===== src/sv/tcw_pkg.sv =====
// Shared types, codes and constants for the text console writer.
// No dependencies; every other file in sv/ refers to it by scoped names.
`default_nettype none

package tcw_pkg;

    // Default geometry, handed to the top-level parameters
    localparam int DEF_COLUMNS  = 80;
    localparam int DEF_ROWS     = 25;
    localparam int DEF_TAB_STOP = 8;

    // Fixed field widths of the stream payloads
    localparam int CMD_W   = 2;
    localparam int CHAR_W  = 8;
    localparam int INDEX_W = 11;
    localparam int COLOR_W = 4;
    localparam int CELL_W  = 16;
    localparam int OCOL_W  = 7;
    localparam int OROW_W  = 5;
    localparam int OLOC_W  = 11;

    // Cell value after reset: white-on-black space
    localparam logic [CELL_W-1:0] BLANK_RESET = 16'h0F20;

    // Character codes with a special meaning
    localparam logic [CHAR_W-1:0] CH_BS    = 8'h08;
    localparam logic [CHAR_W-1:0] CH_TAB   = 8'h09;
    localparam logic [CHAR_W-1:0] CH_LF    = 8'h0A;
    localparam logic [CHAR_W-1:0] CH_CR    = 8'h0D;
    localparam logic [CHAR_W-1:0] CH_SPACE = 8'h20;

    // Configuration register indexes
    localparam int CFG_ADDR_W = 1;
    localparam logic [CFG_ADDR_W-1:0] REG_FG = 1'b0;
    localparam logic [CFG_ADDR_W-1:0] REG_BG = 1'b1;

    typedef enum logic [CMD_W-1:0] {
        CMD_WRITE = 2'd0,
        CMD_CLEAR = 2'd1,
        CMD_READ  = 2'd2
    } cmd_code_t;

    typedef enum logic [2:0] {
        S_INIT,
        S_IDLE,
        S_EXEC,
        S_SCROLL_PRIME,
        S_SCROLL,
        S_CLEAR,
        S_DONE
    } state_t;

    typedef struct packed {
        logic [INDEX_W-1:0] cell_index;
        logic [CHAR_W-1:0]  char_code;
        logic [CMD_W-1:0]   cmd;
    } command_t;

    typedef struct packed {
        logic [CELL_W-1:0] cell_data;
        logic [OLOC_W-1:0] cursor_pos;
        logic [OROW_W-1:0] cursor_row;
        logic [OCOL_W-1:0] cursor_col;
    } result_t;

endpackage

`default_nettype wire


===== src/sv/tcw_ctrl.sv =====
// Sequencer of the text console: cursor tracking, command execution and the
// address counters that sweep the cell buffer. Depends on tcw_pkg.
`default_nettype none

module tcw_ctrl #(
    parameter int COLUMNS  = tcw_pkg::DEF_COLUMNS,
    parameter int ROWS     = tcw_pkg::DEF_ROWS,
    parameter int TAB_STOP = tcw_pkg::DEF_TAB_STOP,
    parameter int ADDR_W   = $clog2(COLUMNS * ROWS)
) (
    input  wire logic                        clk,
    input  wire logic                        rst_n,
    input  wire logic                        in_valid,
    output logic                             in_ready,
    input  wire tcw_pkg::command_t           in_cmd,
    input  wire logic [7:0]                  attr,
    output logic                             res_valid,
    input  wire logic                        res_take,
    output tcw_pkg::result_t                 res,
    output logic                             mem_we,
    output logic      [ADDR_W-1:0]           mem_waddr,
    output logic      [tcw_pkg::CELL_W-1:0]  mem_wdata,
    output logic                             mem_re,
    output logic      [ADDR_W-1:0]           mem_raddr,
    input  wire logic [tcw_pkg::CELL_W-1:0]  mem_rdata
);

    localparam int CELLS      = COLUMNS * ROWS;
    localparam int SCROLL_LIM = (ROWS - 1) * COLUMNS;
    localparam int CNT_W      = $clog2(CELLS + COLUMNS + 1);
    localparam int COL_W      = $clog2(COLUMNS + TAB_STOP + 1);
    localparam int ROW_W      = $clog2(ROWS + 1);
    localparam int LOC_W      = $clog2(CELLS + TAB_STOP + 1);
    localparam int PH_W       = $clog2(TAB_STOP);
    localparam int IDXW_W     = CNT_W + tcw_pkg::INDEX_W;
    localparam int OCW        = tcw_pkg::OCOL_W;
    localparam int ORW        = tcw_pkg::OROW_W;
    localparam int OLW        = tcw_pkg::OLOC_W;

    tcw_pkg::state_t   state_reg, state_next;
    tcw_pkg::command_t cmd_reg, cmd_next;
    logic [COL_W-1:0]  col_reg, col_next;
    logic [ROW_W-1:0]  row_reg, row_next;
    logic [LOC_W-1:0]  loc_reg, loc_next;
    logic [PH_W-1:0]   ph_reg, ph_next;
    logic              rd_hit_reg, rd_hit_next;
    logic [CNT_W-1:0]  dst_reg, dst_next;
    logic [CNT_W-1:0]  src_reg, src_next;

    logic [tcw_pkg::CELL_W-1:0] blank;
    logic [COL_W-1:0]           tab_col;
    logic [LOC_W-1:0]           tab_loc;
    logic [LOC_W-1:0]           line_loc;
    logic [LOC_W-1:0]           loc_dec;
    logic [PH_W-1:0]            ph_inc;
    logic [PH_W-1:0]            ph_dec;
    logic [IDXW_W-1:0]          idx_wide;
    logic                       idx_in_range;
    logic [COL_W+OCW-1:0]       col_wide;
    logic [ROW_W+ORW-1:0]       row_wide;
    logic [LOC_W+OLW-1:0]       loc_wide;

    assign blank    = {attr, tcw_pkg::CH_SPACE};
    assign tab_col  = col_reg + COL_W'(TAB_STOP) - COL_W'(ph_reg);
    assign tab_loc  = loc_reg + LOC_W'(TAB_STOP) - LOC_W'(ph_reg);
    assign line_loc = loc_reg - LOC_W'(col_reg) + LOC_W'(COLUMNS);
    assign loc_dec  = loc_reg - LOC_W'(1);
    assign ph_inc   = (ph_reg == PH_W'(TAB_STOP - 1)) ? '0 : ph_reg + PH_W'(1);
    assign ph_dec   = (ph_reg == '0) ? PH_W'(TAB_STOP - 1) : ph_reg - PH_W'(1);

    assign idx_wide     = {{CNT_W{1'b0}}, cmd_reg.cell_index};
    assign idx_in_range = idx_wide < IDXW_W'(CELLS);

    // Report the cursor truncated to the result field widths
    assign col_wide = {{OCW{1'b0}}, col_reg};
    assign row_wide = {{ORW{1'b0}}, row_reg};
    assign loc_wide = {{OLW{1'b0}}, loc_reg};

    always_comb
    begin
        res.cursor_col = col_wide[OCW-1:0];
        res.cursor_row = row_wide[ORW-1:0];
        res.cursor_pos = loc_wide[OLW-1:0];
        res.cell_data  = rd_hit_reg ? mem_rdata : '0;
    end

    always_ff @(posedge clk or negedge rst_n)
    begin
        if (!rst_n)
        begin
            state_reg  <= tcw_pkg::S_INIT;
            col_reg    <= '0;
            row_reg    <= '0;
            loc_reg    <= '0;
            ph_reg     <= '0;
            rd_hit_reg <= 1'b0;
            dst_reg    <= '0;
            src_reg    <= '0;
        end
        else
        begin
            state_reg  <= state_next;
            col_reg    <= col_next;
            row_reg    <= row_next;
            loc_reg    <= loc_next;
            ph_reg     <= ph_next;
            rd_hit_reg <= rd_hit_next;
            dst_reg    <= dst_next;
            src_reg    <= src_next;
        end
    end

    always_ff @(posedge clk)
    begin
        cmd_reg <= cmd_next;
    end

    always_comb
    begin
        state_next  = state_reg;
        cmd_next    = cmd_reg;
        col_next    = col_reg;
        row_next    = row_reg;
        loc_next    = loc_reg;
        ph_next     = ph_reg;
        rd_hit_next = rd_hit_reg;
        dst_next    = dst_reg;
        src_next    = src_reg;

        in_ready  = 1'b0;
        res_valid = 1'b0;
        mem_we    = 1'b0;
        mem_waddr = dst_reg[ADDR_W-1:0];
        mem_wdata = blank;
        mem_re    = 1'b0;
        mem_raddr = src_reg[ADDR_W-1:0];

        case (state_reg)
            tcw_pkg::S_INIT:
            begin
                mem_wdata = tcw_pkg::BLANK_RESET;
                mem_we    = 1'b1;
                dst_next  = dst_reg + CNT_W'(1);
                if (dst_reg == CNT_W'(CELLS - 1))
                begin
                    state_next = tcw_pkg::S_IDLE;
                end
            end

            tcw_pkg::S_IDLE:
            begin
                in_ready = 1'b1;
                if (in_valid)
                begin
                    cmd_next   = in_cmd;
                    state_next = tcw_pkg::S_EXEC;
                end
            end

            tcw_pkg::S_EXEC:
            begin
                rd_hit_next = 1'b0;
                state_next  = tcw_pkg::S_DONE;
                case (cmd_reg.cmd)
                    tcw_pkg::CMD_WRITE:
                    begin
                        case (cmd_reg.char_code)
                            tcw_pkg::CH_BS:
                            begin
                                if (col_reg != '0)
                                begin
                                    col_next  = col_reg - COL_W'(1);
                                    loc_next  = loc_dec;
                                    ph_next   = ph_dec;
                                    mem_we    = 1'b1;
                                    mem_waddr = loc_dec[ADDR_W-1:0];
                                end
                            end
                            tcw_pkg::CH_TAB:
                            begin
                                ph_next = '0;
                                if (tab_col >= COL_W'(COLUMNS))
                                begin
                                    col_next = '0;
                                    row_next = row_reg + ROW_W'(1);
                                    loc_next = line_loc;
                                end
                                else
                                begin
                                    col_next = tab_col;
                                    loc_next = tab_loc;
                                end
                            end
                            tcw_pkg::CH_CR:
                            begin
                                col_next = '0;
                                ph_next  = '0;
                                loc_next = loc_reg - LOC_W'(col_reg);
                            end
                            tcw_pkg::CH_LF:
                            begin
                                col_next = '0;
                                ph_next  = '0;
                                row_next = row_reg + ROW_W'(1);
                                loc_next = line_loc;
                            end
                            default:
                            begin
                                mem_we    = 1'b1;
                                mem_waddr = loc_reg[ADDR_W-1:0];
                                mem_wdata = {attr, cmd_reg.char_code};
                                loc_next  = loc_reg + LOC_W'(1);
                                if (col_reg == COL_W'(COLUMNS - 1))
                                begin
                                    col_next = '0;
                                    ph_next  = '0;
                                    row_next = row_reg + ROW_W'(1);
                                end
                                else
                                begin
                                    col_next = col_reg + COL_W'(1);
                                    ph_next  = ph_inc;
                                end
                            end
                        endcase
                        // Cursor ran off the bottom: scroll, cursor to last row
                        if (row_next == ROW_W'(ROWS))
                        begin
                            row_next   = ROW_W'(ROWS - 1);
                            loc_next   = LOC_W'(SCROLL_LIM);
                            dst_next   = '0;
                            src_next   = CNT_W'(COLUMNS);
                            state_next = tcw_pkg::S_SCROLL_PRIME;
                        end
                    end
                    tcw_pkg::CMD_CLEAR:
                    begin
                        col_next   = '0;
                        row_next   = '0;
                        loc_next   = '0;
                        ph_next    = '0;
                        dst_next   = '0;
                        state_next = tcw_pkg::S_CLEAR;
                    end
                    tcw_pkg::CMD_READ:
                    begin
                        if (idx_in_range)
                        begin
                            mem_re      = 1'b1;
                            mem_raddr   = idx_wide[ADDR_W-1:0];
                            rd_hit_next = 1'b1;
                        end
                    end
                    default:
                    begin
                        state_next = tcw_pkg::S_DONE;
                    end
                endcase
            end

            tcw_pkg::S_SCROLL_PRIME:
            begin
                // Fetch the first cell of row 1 ahead of the copy
                mem_re     = 1'b1;
                src_next   = src_reg + CNT_W'(1);
                state_next = tcw_pkg::S_SCROLL;
            end

            tcw_pkg::S_SCROLL:
            begin
                mem_we = 1'b1;
                if (dst_reg < CNT_W'(SCROLL_LIM))
                begin
                    mem_wdata = mem_rdata;
                end
                if (src_reg < CNT_W'(CELLS))
                begin
                    mem_re = 1'b1;
                end
                src_next = src_reg + CNT_W'(1);
                dst_next = dst_reg + CNT_W'(1);
                if (dst_reg == CNT_W'(CELLS - 1))
                begin
                    state_next = tcw_pkg::S_DONE;
                end
            end

            tcw_pkg::S_CLEAR:
            begin
                mem_we   = 1'b1;
                dst_next = dst_reg + CNT_W'(1);
                if (dst_reg == CNT_W'(CELLS - 1))
                begin
                    state_next = tcw_pkg::S_DONE;
                end
            end

            tcw_pkg::S_DONE:
            begin
                res_valid = 1'b1;
                if (res_take)
                begin
                    in_ready = 1'b1;
                    if (in_valid)
                    begin
                        cmd_next   = in_cmd;
                        state_next = tcw_pkg::S_EXEC;
                    end
                    else
                    begin
                        state_next = tcw_pkg::S_IDLE;
                    end
                end
            end

            default:
            begin
                state_next = tcw_pkg::S_IDLE;
            end
        endcase
    end

endmodule

`default_nettype wire


===== config.mk =====
export PLATFORM = sky130hd
export DESIGN_NAME = tcw_ctrl
export DESIGN_NICKNAME = d
export VERILOG_FILES = /design/src/sv/tcw_pkg.sv /design/src/sv/tcw_ctrl.sv
export SDC_FILE = /design/constraint.sdc
export NUM_CORES = 1
export LEC_CHECK = 0
export BUFFER_PORTS_ARGS = -buffer_cell sky130_fd_sc_hd__buf_4
export CAP_MARGIN = 20
export CORE_MARGIN = 3
export CORE_UTILIZATION = 52
export CTS_CLUSTER_DIAMETER = 50
export DETAILED_ROUTE_END_ITERATION = 8
export HOLD_SLACK_MARGIN = 0.15
export MAX_ROUTING_LAYER = met4
export PLACE_DENSITY_LB_ADDON = 0.2
export SYNTH_ARGS = -nofsm -noshare
export SYNTH_HDL_FRONTEND = slang
export SYNTH_SLANG_ARGS = --single-unit

===== constraint.sdc =====
create_clock -name clk -period 6.82 [get_ports clk]
set_input_delay 0.682 -clock clk [delete_from_list [all_inputs] [get_ports clk]]
set_output_delay 0.682 -clock clk [all_outputs]
set_load 0.03 [all_outputs]

==> results of run 1 <==
-- area by class of cell --
class	count	area share
well taps	172	0.0264
clock buffers	9	0.0276
multi-input cells	656	0.552
repair buffers	135	0.124
inverters	37	0.0170
flip-flops and latches	75	0.243
clock inverters	7	0.00997
-- per-layer routing --
metal,vias to the layer above,track usage
met1,3350,0.399
met3,51,0.0444
met4,0,0.132
met5,-,-
met2,329,0.505
li1,3226,-
-- critical path, stage by stage (launching register included) --
cell and delay [ns]:
dfrtp_1 0.41, inv_1 0.14, ha_1 0.25, ha_1 0.23, fa_1 0.41, a21oi_1 0.21, xor2_1 0.20, o211ai_2 0.23
o21ai_2 0.60, mux2i_1 0.29, o2111ai_2 0.17, nor2_4 0.50, o31ai_4 0.23, or4_1 0.51, a21oi_1 0.15
-- logic make-up (layout without fill, tap and decap cells) --
kind of cell | Yosys count | in the layout | share of synthesized area
multiplexers | 14 | 14 | 0.0227
adder cells (fa/ha/maj) | 56 | 56 | 0.106
XOR/XNOR | 46 | 46 | 0.0604
AO/OA/AOI/OAI | 271 | 271 | 0.273
AND/OR/NAND/NOR | 269 | 269 | 0.199
buffers and inverters | 78 | 188 | 0.0463
flip-flops | 75 | 75 | 0.292
-- path summary, 6_finish.rpt --
path | start | to | slack [ns] | cells after the start
max | ph_reg[1]$_DFFE_PN0P_ | dst_reg[9]$_DFFE_PN0P_ | 2.17 | 14
min | rst_n | col_reg[2]$_DFFE_PN0P_ | 0.38 | 1
max reg2reg | ph_reg[1]$_DFFE_PN0P_ | dst_reg[9]$_DFFE_PN0P_ | 2.17 | 14
min reg2reg | ph_reg[1]$_DFFE_PN0P_ | ph_reg[1]$_DFFE_PN0P_ | 0.56 | 2
max in group asynchronous | rst_n | loc_reg[6]$_DFFE_PN0P_ | 5.94 | 1
min in group clk | in_cmd[17] | cmd_reg[17]$_DFFE_PP_ | 0.49 | 1
-- metrics by stage --
step / hold slack, ns / std cells / total power [mW] / worst slack (ns)
after floorplan: 0.386 / 809 / 0.479 / 3.10
after global placement: 0.493 / 1074 / 0.513 / 2.40
after detailed placement: 0.538 / 1074 / 0.514 / 2.23
after CTS: 0.400 / 1090 / 1.00 / 2.20
after global routing: 0.439 / 1091 / 1.03 / 1.82
final: 0.377 / 1091 / 0.999 / 2.17
-- cells in the final DEF (no fill, tap or decap), types with 6 or more instances in the layout --
| cell type | instances |
|---|---|
| or4_1 | 6 |
| o22ai_1 | 17 |
| clkbuf_16 | 9 |
| nand2_1 | 66 |
| nand4_1 | 12 |
| o31ai_1 | 10 |
| mux2_2 | 11 |
| nor2_1 | 64 |
| o211ai_1 | 11 |
| inv_1 | 37 |
| xor2_1 | 16 |
| a21oi_1 | 67 |
| nor3_1 | 23 |
| o221ai_1 | 9 |
| or3_1 | 10 |
| a221oi_1 | 6 |
| o21ai_0 | 58 |
| buf_4 | 135 |
| edfxtp_1 | 21 |
| a22oi_1 | 6 |
| and2_1 | 19 |
| ha_1 | 51 |
| xnor2_1 | 29 |
| nand2b_1 | 12 |
| and3_1 | 9 |
| dfrtp_1 | 54 |
| nand3_1 | 22 |
| a22o_1 | 25 |
| nor2b_1 | 6 |
| o22a_1 | 6 |
-- cells in the mapped netlist, types with 8 or more instances --
cell	instances	area, um2
dfrtp_1	54	1350
buf_2	8	40.0
o211ai_1	11	82.6
and2_1	19	119
xor2_1	16	140
and3_1	9	56.3
nand4_1	12	75.1
edfxtp_1	21	631
o221ai_1	9	78.8
o21ai_0	58	290
nand2_1	66	248
a22o_1	25	219
or3_1	10	62.6
a21oi_1	67	335
mux2_2	11	124
ha_1	51	638
xnor2_1	29	254
clkbuf_1	28	105
nand2b_1	12	75.1
o22ai_1	17	106
nor2_1	64	240
nor3_1	23	115
o31ai_1	10	75.1
inv_1	37	139
nand3_1	22	110
-- power groups by stage --
| stage | clock [mW] | combinational, mW | sequential (mW) |
|---|---|---|---|
| after floorplan | 0 | 0.00810 | 0.471 |
| after global placement | 0 | 0.0419 | 0.471 |
| after detailed placement | 0 | 0.0427 | 0.471 |
| after CTS | 0.499 | 0.0427 | 0.462 |
| after global routing | 0.519 | 0.0457 | 0.462 |
| final | 0.495 | 0.0423 | 0.462 |
==> impl_metrics.py, run 1 <==
metrics = {
    "outcome": {
        "status": "completed",
    },
    "cts": {
        "cts.sinks": 75,
        "cts_tree": "yes",
        "clockRootBuffer": "clkbuf_16",
        "clkTransAtPathRegs_ns": 0.07,
        "cts_buffer_depth": 2,
        "cts_setup_buffers": 0,
        "clock_latency_ns": 0.36,
        "postCtsHoldBufs": 0,
        "ctsResizeCount": 0,
        "cts_buffers": 9,
        "htree_levels": 3,
    },
    "floorplanning": {
        "std_cell_rows": 41,
        "dieArea_um2": 14500,
        "fp.dieH_um": 120,
        "die_w_um": 120,
        "start_util": 0.536,
        "core_area_um2": 12700,
        "io_pins": 130,
    },
    "synth": {
        "syn-cell-area_um2": 6790,
        "synth_cell_type_count": 77,
        "synth_flop_cell": "dfrtp_1",
        "ys_warn_count": 0,
        "synthCells": 809,
        "avgSynthCellArea_um2": 8.39,
        "seq_area_frac_synth": 0.292,
        "synth_edf_count": 21,
        "syn_nets": 912,
        "async_flop_share": 0.720,
        "synth_seq_cells": 75,
    },
    "global_routing": {
        "antenna_found_initial": 0,
        "grt_usage": 0.314,
        "grt_max_degree": 55,
        "grt_pass1_wl_um": 35400,
        "grt_pass1_vias": 6885,
        "overflow": 0,
    },
    "cells_and_area": {
        "num_antenna_cells": 0,
        "largest_reg_flops": 21,
        "area_growth_pct": 20.1,
        "final_net_count": 1017,
        "final_area_um2": 8160,
        "multi_input_area_um2": 4500,
        "regArea_um2": 1980,
        "drive_gt1_frac": 0.199,
        "num-fill-cells": 1121,
        "fin_util": 0.644,
    },
    "detailed_routing": {
        "routed_wl_um": 21800,
        "vias_per_cell": 6.38,
        "vias": 6956,
        "highest_layer": "met4",
        "wl_met1_um": 9230,
        "wl_met3_um": 1450,
        "drt-pass1-iter-count": 6,
        "drt_iter0_drc": 451,
        "post-route-drc-count": 0,
        "wl_per_cell_um": 20.0,
        "ant_nets": 0,
        "met2WireLength_um": 10400,
    },
    "pwr": {
        "seqPwrFrac": 0.462,
        "power.leakage_nw": 3.48,
        "p_sw_frac": 0.254,
        "worst_ir_drop_vdd_mv": 0.110,
        "power.internal_mw": 0.745,
        "pwr-share-clk": 0.496,
        "p_comb_frac": 0.042,
        "power_density_nw_per_um2": 123,
        "p_sw_mw": 0.254,
    },
    "sta": {
        "clock.fmax_mhz": 215,
        "slew_violations": 0,
        "rsz0062_at_grt": "false",
        "skew_ns": 0.0129,
        "min_period_over_period": 0.681,
        "setup_viol": 0,
        "hold_viol": 0,
        "slew_headroom": 0.379,
        "tightest_slew_ns": 0.931,
        "setup_tns_ns": 0,
        "period_needed_ns": 4.65,
    },
    "placed_design": {
        "portBuffers": 129,
        "hpwl_um": 16500,
        "routabilityCongestion": 1.02,
        "placed_area_um2": 7840,
    },
    "critical_path": {
        "crit_path_start_kind": "flop",
        "critPathArrivalTime_ns": 4.93,
        "crit_path_end_kind": "flop",
        "critPathRequiredTime_ns": 7.10,
        "path_class": "reg2reg",
        "path_max_fanout": 24,
    },
    "worst_hold_path": {
        "hold_path_class": "in2async",
    },
    "run": {
        "max-cap-violations": 0,
    },
}
Power figures use the tool's default switching activity.
==> run 2, diff against run 1 <==
clock period = 4.6 ns   (was 6.82 ns; I/O delays follow)
==> impl_metrics.py, run 2 (synthesized netlist as in run 1, its figures left out) <==
metrics = {
    "outcome": {
        "status": "completed",
    },
    "floorplanning": {
        "io_pins": 130,
        "std_cell_rows": 41,
        "start_util": 0.536,
        "dieArea_um2": 14500,
        "die_w_um": 120,
        "fp.dieH_um": 120,
        "core_area_um2": 12700,
    },
    "cells_and_area": {
        "final_net_count": 1023,
        "num_antenna_cells": 0,
        "final_area_um2": 8200,
        "largest_reg_flops": 21,
        "drive_gt1_frac": 0.204,
        "final_common_cell": "buf_4",
        "final_cell_mix": "141 x buf_4, 67 x a21oi_1, 66 x nand2_1",
        "area_growth_pct": 20.8,
        "fin_util": 0.647,
    },
    "cts": {
        "htree_levels": 3,
        "clock_latency_ns": 0.36,
        "cts_buffers": 9,
        "clockRootBuffer": "clkbuf_16",
        "postCtsHoldBufs": 0,
        "cts_setup_buffers": 0,
        "cts.sinks": 75,
        "ctsResizeCount": 0,
        "cts_buffer_depth": 2,
        "cts_tree": "yes",
        "clkTransAtPathRegs_ns": 0.07,
    },
    "critical_path": {
        "path_class": "reg2reg",
        "crit_path_start_kind": "flop",
        "reg2reg_slack_ns": 0.33,
        "crit_path_end_kind": "flop",
        "reg2reg_depth": 15,
        "critPathMaxStageDelay_ns": 0.53,
        "worstReg2RegEnd": "dst_reg[9]$_DFFE_PN0P_",
        "crit_slowest_cell": "or4_1",
        "r2r-start": "col_reg[0]$_DFFE_PN0P_",
        "critPathArrivalTime_ns": 4.55,
        "critPathRequiredTime_ns": 4.88,
        "path_max_fanout": 18,
        "crit_chain": "inv_1, ha_1, inv_1, ha_1, fa_1, a21oi_1, xor2_1, o211ai_2, a2111oi_4, nor4_1, o2111ai_2, nor2_4, o31ai_4, or4_1, a21oi_1",
    },
    "sta": {
        "skew_ns": 0.0121,
        "tightest_slew_ns": 0.959,
        "setup_tns_ns": 0,
        "clock.fmax_mhz": 234,
        "hold_viol": 0,
        "rsz0062_at_grt": "false",
        "slew_violations": 0,
        "setup_viol": 0,
        "period_needed_ns": 4.27,
        "holdWs_ns": 0.137,
        "min_period_over_period": 0.929,
        "slew_headroom": 0.361,
    },
    "pwr": {
        "power_density_nw_per_um2": 181,
        "power_mw": 1.48,
        "power.leakage_nw": 3.51,
        "worst_ir_drop_vdd_mv": 0.166,
    },
    "detailed_routing": {
        "vias": 6962,
        "post-route-drc-count": 0,
        "ant_nets": 0,
        "wl_per_cell_um": 20.0,
        "drt-pass1-iter-count": 5,
        "vias_per_cell": 6.35,
        "routed_wl_um": 22000,
        "drt_iter0_drc": 615,
    },
    "placed_design": {
        "hpwl_um": 16300,
        "routabilityCongestion": 0.958,
        "portBuffers": 129,
        "placed_area_um2": 7890,
    },
    "global_routing": {
        "grt_pass1_vias": 6841,
        "grt_max_degree": 55,
        "grt_usage": 0.305,
        "antenna_found_initial": 0,
        "grt_pass1_wl_um": 34600,
        "overflow": 0,
    },
    "worst_hold_path": {
        "hold_path_class": "in2async",
    },
    "run": {
        "max-cap-violations": 0,
    },
}
## run 2: cell types whose count changed in the layout (fill, tap and decap cells not counted)
| cell | previous run | this run |
|---|---|---|
| buf_4 | 135 | 141 |
## run 2: worst max-delay path by stage
stage | cells past startpoint | to | slack, ns | start
2_1_floorplan | 14 | dst_reg[7]$_DFFE_PN0P_ | 0.88 | col_reg[1]$_DFFE_PN0P_
3_3_place_gp | 15 | dst_reg[9]$_DFFE_PN0P_ | 0.52 | col_reg[0]$_DFFE_PN0P_
3_5_place_dp | 15 | dst_reg[9]$_DFFE_PN0P_ | 0.36 | col_reg[0]$_DFFE_PN0P_
4_1_cts | 15 | dst_reg[9]$_DFFE_PN0P_ | 0.30 | col_reg[0]$_DFFE_PN0P_
6_report | 15 | dst_reg[9]$_DFFE_PN0P_ | 0.33 | col_reg[0]$_DFFE_PN0P_
5_1_grt | 15 | dst_reg[9]$_DFFE_PN0P_ | 0.05 | col_reg[0]$_DFFE_PN0P_
## run 2: layout make-up
type | count | area (um2)
clock inverters | 7 | 81.3
multi-input cells | 656 | 4500
well taps | 172 | 215
repair buffers | 141 | 1060
fillers | 1106 | 4470
flip-flops and latches | 75 | 1980
inverters | 37 | 139
clock buffers | 9 | 225
## run 2: critical path: cells and delay by family (launching register included)
| family | cells | cell delay, ns |
|---|---|---|
| and+or+nand+nor | 3 | 1.27 |
| DFF | 1 | 0.47 |
| AOI/OAI and AO/OA | 6 | 1.34 |
| adders and majority gates | 3 | 0.79 |
| buffers and inverters | 2 | 0.21 |
| xor gates and xnor gates | 1 | 0.11 |
## run 2: where the power goes
part	internal, mW	switching (mW)
Combinational	0.0328	0.0297
Clock	0.387	0.346
Sequential	0.685	0
Total	1.10	0.376
## run 2: metrics by stage
stage	setup slack, ns	instances
floorplan	0.882	809
global placement	0.519	1081
detailed placement	0.364	1081
CTS	0.296	1097
global route	0.0479	1097
finish	0.328	1097
## run 2: metal layers
layer	track usage	share of wire	vias to the layer above
li1	-	-	3229
met1	0.382	0.41	3304
met2	0.507	0.49	387
met3	0.0416	0.080	42
met4	0.113	0.024	0
met5	-	0	-
